$ cat src/rtl/core/pct_pkg.sv
// Package: shared constants, codes, payload structs and controller types.
package pct_pkg;

  localparam int unsigned CAPACITY     = 64;
  localparam int unsigned AGENTS       = 64;
  localparam int unsigned PAYLOAD_BITS = 32;

  localparam int unsigned IDX_W    = $clog2(CAPACITY);
  localparam int unsigned CNT_W    = $clog2(CAPACITY + 1);
  localparam int unsigned AG_IDX_W = $clog2(AGENTS);

  localparam logic [1:0] REQ_INSERT = 2'd0;
  localparam logic [1:0] REQ_REMOVE = 2'd1;

  localparam logic [1:0] CLS_CARD = 2'd0;
  localparam logic [1:0] CLS_NON  = 2'd2;

  localparam logic [1:0] ST_OK    = 2'd0;
  localparam logic [1:0] ST_FULL  = 2'd1;
  localparam logic [1:0] ST_EMPTY = 2'd2;

  typedef struct packed {
    logic [1:0]  req_type;
    logic [1:0]  conflict_class;
    logic [5:0]  agent_a;
    logic [5:0]  agent_b;
    logic [31:0] payload;
  } req_t;

  typedef struct packed {
    logic [1:0]  status;
    logic [1:0]  best_class;
    logic [5:0]  best_agent_a;
    logic [5:0]  best_agent_b;
    logic [31:0] best_payload;
    logic [6:0]  total_count;
    logic [6:0]  cardinal_count;
    logic [5:0]  matching_count;
    logic [6:0]  pair_count;
  } rsp_t;

  typedef struct packed {
    logic [1:0]              cls;
    logic [5:0]              a;
    logic [5:0]              b;
    logic [PAYLOAD_BITS-1:0] pay;
  } entry_t;

  localparam int unsigned ENTRY_W = $bits(entry_t);

  typedef enum logic [2:0] {
    S_IDLE,
    S_INSERT,
    S_REMOVE,
    S_CLEAR,
    S_SCAN_RD,
    S_SCAN_ENT,
    S_SCAN_PAIR,
    S_DONE
  } state_e;

  typedef struct packed {
    logic latch;
    logic ins_wr;
    logic rm_step;
    logic clr_step;
    logic scan_start;
    logic scan_rd;
    logic scan_ent;
    logic scan_pair;
    logic finish;
  } cmd_t;

  typedef struct packed {
    logic rm_done;
    logic clr_last;
    logic scan_done;
  } sts_t;

endpackage

$ cat src/rtl/core/pct_ctrl.sv
// Controller: request sequencing state machine.
module pct_ctrl (
  input  logic          clk_i,
  input  logic          rst_ni,
  input  logic          start,
  input  logic [1:0]    req_type_i,
  input  pct_pkg::sts_t sts_i,
  output pct_pkg::cmd_t cmd_o,
  output logic          busy_o
);

  pct_pkg::state_e state_q, state_d;

  always_ff @(posedge clk_i or negedge rst_ni) begin
    if (!rst_ni) begin
      state_q <= pct_pkg::S_IDLE;
    end else begin
      state_q <= state_d;
    end
  end

  always_comb begin
    state_d = state_q;
    case (state_q)
      pct_pkg::S_IDLE: begin
        if (start) begin
          if (req_type_i == pct_pkg::REQ_INSERT) begin
            state_d = pct_pkg::S_INSERT;
          end else if (req_type_i == pct_pkg::REQ_REMOVE) begin
            state_d = pct_pkg::S_REMOVE;
          end else begin
            state_d = pct_pkg::S_CLEAR;
          end
        end
      end
      pct_pkg::S_INSERT: state_d = pct_pkg::S_CLEAR;
      pct_pkg::S_REMOVE: begin
        if (sts_i.rm_done) state_d = pct_pkg::S_CLEAR;
      end
      pct_pkg::S_CLEAR: begin
        if (sts_i.clr_last) state_d = pct_pkg::S_SCAN_RD;
      end
      pct_pkg::S_SCAN_RD: begin
        state_d = sts_i.scan_done ? pct_pkg::S_DONE : pct_pkg::S_SCAN_ENT;
      end
      pct_pkg::S_SCAN_ENT:  state_d = pct_pkg::S_SCAN_PAIR;
      pct_pkg::S_SCAN_PAIR: state_d = pct_pkg::S_SCAN_RD;
      pct_pkg::S_DONE:      state_d = pct_pkg::S_IDLE;
      default:              state_d = pct_pkg::S_IDLE;
    endcase
  end

  always_comb begin
    cmd_o  = '0;
    busy_o = 1'b1;
    case (state_q)
      pct_pkg::S_IDLE: begin
        busy_o      = 1'b0;
        cmd_o.latch = start;
      end
      pct_pkg::S_INSERT: cmd_o.ins_wr  = 1'b1;
      pct_pkg::S_REMOVE: cmd_o.rm_step = 1'b1;
      pct_pkg::S_CLEAR: begin
        cmd_o.clr_step   = 1'b1;
        cmd_o.scan_start = sts_i.clr_last;
      end
      pct_pkg::S_SCAN_RD:   cmd_o.scan_rd   = !sts_i.scan_done;
      pct_pkg::S_SCAN_ENT:  cmd_o.scan_ent  = 1'b1;
      pct_pkg::S_SCAN_PAIR: cmd_o.scan_pair = 1'b1;
      pct_pkg::S_DONE:      cmd_o.finish    = 1'b1;
      default:              busy_o          = 1'b1;
    endcase
  end

endmodule

$ cat config.mk
export PLATFORM = sky130hd
export DESIGN_NAME = pct_ctrl
export DESIGN_NICKNAME = d
export VERILOG_FILES = /design/src/rtl/core/pct_pkg.sv /design/src/rtl/core/pct_ctrl.sv
export SDC_FILE = /design/constraint.sdc
export NUM_CORES = 1
export LEC_CHECK = 0
export ABC_AREA = 1
export BUFFER_PORTS_ARGS = -buffer_cell sky130_fd_sc_hd__buf_4
export CAP_MARGIN = 15
export CORE_AREA = 5 5 42 44
export CTS_CLUSTER_DIAMETER = 150
export CTS_CLUSTER_SIZE = 25
export DETAILED_ROUTE_END_ITERATION = 6
export DIE_AREA = 0 0 47 49
export GPL_TIMING_DRIVEN = 0
export SLEW_MARGIN = 25
export SYNTH_ARGS = -nofsm -noshare
export SYNTH_HDL_FRONTEND = slang
export SYNTH_SLANG_ARGS = --single-unit
$ cat constraint.sdc
create_clock -name clk_i -period 3.3 [get_ports clk_i]
set_clock_uncertainty 0.1 [all_clocks]
set_input_delay 0.66 -clock clk_i [delete_from_list [all_inputs] [get_ports clk_i]]
set_output_delay 0.66 -clock clk_i [all_outputs]
set_load 0.005 [all_outputs]
==> impl_results.md <==
- Setup Fix Bufs, Post-CTS: 0
- Leftover overflow at the end of global routing: 0
- Count of state elements after synthesis: 3
- Setup repair after global routing missed its margin: no
- Share of the synthesized area in the top cell type: 0.269
- Commonest cells after routing, fill and taps aside: buf_4, nand2_1, nor2_1
- Arrival time reported for the critical path endpoint: 1230 ps
- Iter 0 DRT Violations: 5
- Worst Reg-to-Reg Cells: 6
- Number of buffers created by CTS: 3
- Worst-case vdd ir drop: 335 uV
- Final routed wire length divided by cell count: 8.55 um
- Hold crit path type: primary input to async pin
- Placer congestion estimate: 0.740
- Most flops, register: state_q
- Final setup vio count: 0
- Yosys Warn Count: 0
- Largest area contributor in the synthesized netlist: dfrtp_1
- Mean instance size in the synthesized netlist: 6.07 um2
- Cell count after synthesis: 46
- Number of different library cells in the post-synthesis netlist: 16
- Final number of hold-violating endpoints: 0
- Area of the die: 0.00230 mm2
- Top Registers: state_q: 3 flops
- Endpoint required time on the critical path: 2540 ps
- Clock input transition at the sequential cells of the worst setup and hold paths: 40 ps
- Most common cell after layout, fill and taps aside: buf_4
- Multi-input gate area in the final layout: 163 um2
- Slew margin rel.: 0.818
- Overall routed net length: 710 um
- Number of DRC violations after detailed routing: 0
- Fin Setup TNS: 0 ps
- CP startpoint kind: register
- Starting Density: 0.199
- Total iterations of the first detailed-routing run: 4
- Total number of nets in the final design: 76
- Actual transition at the worst max-transition pin: 272 ps
- Total global-route track usage: 0.0662
- Result of the run: completed
- Vias after detailed routing: 332
- H-tree levels: 1
- Master cell of the clock root buffer: clkbuf_4
- Chip Height: 49 um
- Fraction of final layout cells sized beyond drive strength 1: 0.388
- Synthesized netlist net count: 54
- Power density over the cells: 838 mW/mm2
- Final HPWL from detailed placement: 613 um
- Category of the most critical setup path: register to output port
- Number of antenna violations at the first check in global routing: 0
- Maximum achievable frequency: 0.504 GHz
- Count of input and output buffers: 17
- WHS: 112 ps
- Slew Viols, Final: 0
- Clock Tree Buf Depth: 2
- Crit-path max FO: 7
- Summed instance area of the synthesized netlist: 279 um2
- Post-CTS sizing: 0
- Max Cap Viol: 0
- Part of the Yosys area used for sequential elements: 0.269
- Fill count: 164
- Number of nets with antenna violations after detailed routing: 0
- Kind of end point of the critical path: output port
- Ports placed on the boundary: 18
- Standby leakage power: 0.000278 uW
- Clock Latency Late Sink: 230 ps
- Synth-to-Final Area Change: 62.3%
- Diode insertion count for antenna repair: 0
- Row cnt: 14
- Number of global-route vias before repair: 322
- Largest net degree at the start of global routing: 9
- Post-route minimum period: 1990 ps
- Number of sinks handled by clock tree synthesis: 3
- Area taken by flip-flops and latches: 75.1 um2
- Largest cells by area after synthesis: dfrtp_1, nand2_1, nor2_1
- Global-route wire length before repair: 1150 um
- Period utilization: 0.602
- Number of hold buffers added after CTS: 0
- Area inside the core boundary: 0.00140 mm2
- Via/cell ratio: 4.00
- Horiz. Die Dim: 47 um
- Flip-flop count of the largest register, all copies and words added: 3
- CTS tree: built
-- cell usage after synthesis --
cell / n
a21oi_1: 1
buf_4: 1
dfrtp_1: 3
inv_1: 9
nand2_1: 10
nand2_2: 2
nand2_4: 1
nand3_1: 2
nand3b_1: 1
nand4_1: 1
nor2_1: 10
nor2_2: 1
nor2_4: 1
nor3_1: 1
o21ai_1: 1
o21bai_1: 1
-- critical path, stage by stage, from the launching register on --
cell and delay, ps:
dfrtp_1 460, nor2_2 220, nand2_2 100, nor2_1 100, buf_4 120
-- metal layers --
layer,track usage,wire (um),share of wire,vias to the layer above
li1,-,-,-,178
met1,0.0661,277,0.39,147
met2,0.115,389,0.55,7
met3,0.0258,43,0.061,0
met4,0.0276,0,0,0
met5,0,0,0,-
-- layout make-up --
type | count | share of cell area
Tap cell | 16 | 0.0442
Timing Repair Buffer | 17 | 0.282
Buffer | 1 | 0.0166
Clock buffer | 4 | 0.0580
Sequential cell | 3 | 0.166
Multi-Input combinational cell | 33 | 0.359
Inverter | 9 | 0.0746
-- cells by family (layout without fill, tap and decap cells) --
kind of cell | Yosys count | after routing | share of synthesized area
and+or+nand+nor | 30 | 30 | 0.520
AOI/OAI and AO/OA | 3 | 3 | 0.0628
DFF | 3 | 3 | 0.269
buffers and inverters | 10 | 31 | 0.148
-- path summary, 6_finish.rpt --
| check | start | slack (ps) | endpoint |
|---|---|---|---|
| worst max-delay path | state_q[0]$_DFFE_PN0P_ | 1310 | cmd_o[8] |
| max in group asynchronous | rst_ni | 2890 | state_q[0]$_DFFE_PN0P_ |
| min in group clk_i | state_q[2]$_DFFE_PN0P_ | 520 | state_q[2]$_DFFE_PN0P_ |
| worst max register to register | state_q[2]$_DFFE_PN0P_ | 2080 | state_q[1]$_DFFE_PN0P_ |
| worst min-delay path | rst_ni | 110 | state_q[1]$_DFFE_PN0P_ |
| worst min register to register | state_q[2]$_DFFE_PN0P_ | 520 | state_q[2]$_DFFE_PN0P_ |
-- through the flow --
stage	total power [uW]	cells	worst slack, ps	util	instance area [um2]
2_1_floorplan	227	46	1680	-	279
5_1_grt	420	83	1210	0.323	453
4_1_cts	389	83	1290	0.323	453
6_report	379	83	1310	0.323	453
3_3_place_gp	320	79	1460	0.304	427
3_5_place_dp	324	79	1440	0.304	427
-- power by group --
part	switching (uW)	internal (uW)	total [uW]	leakage [uW]
registers	27.8	55.7	83.5	0.0000358
clock network	17.3	45.2	62.5	0.0000150
logic	122	111	234	0.000227
total	167	212	379	0.000278
Power figures use the tool's default switching activity.
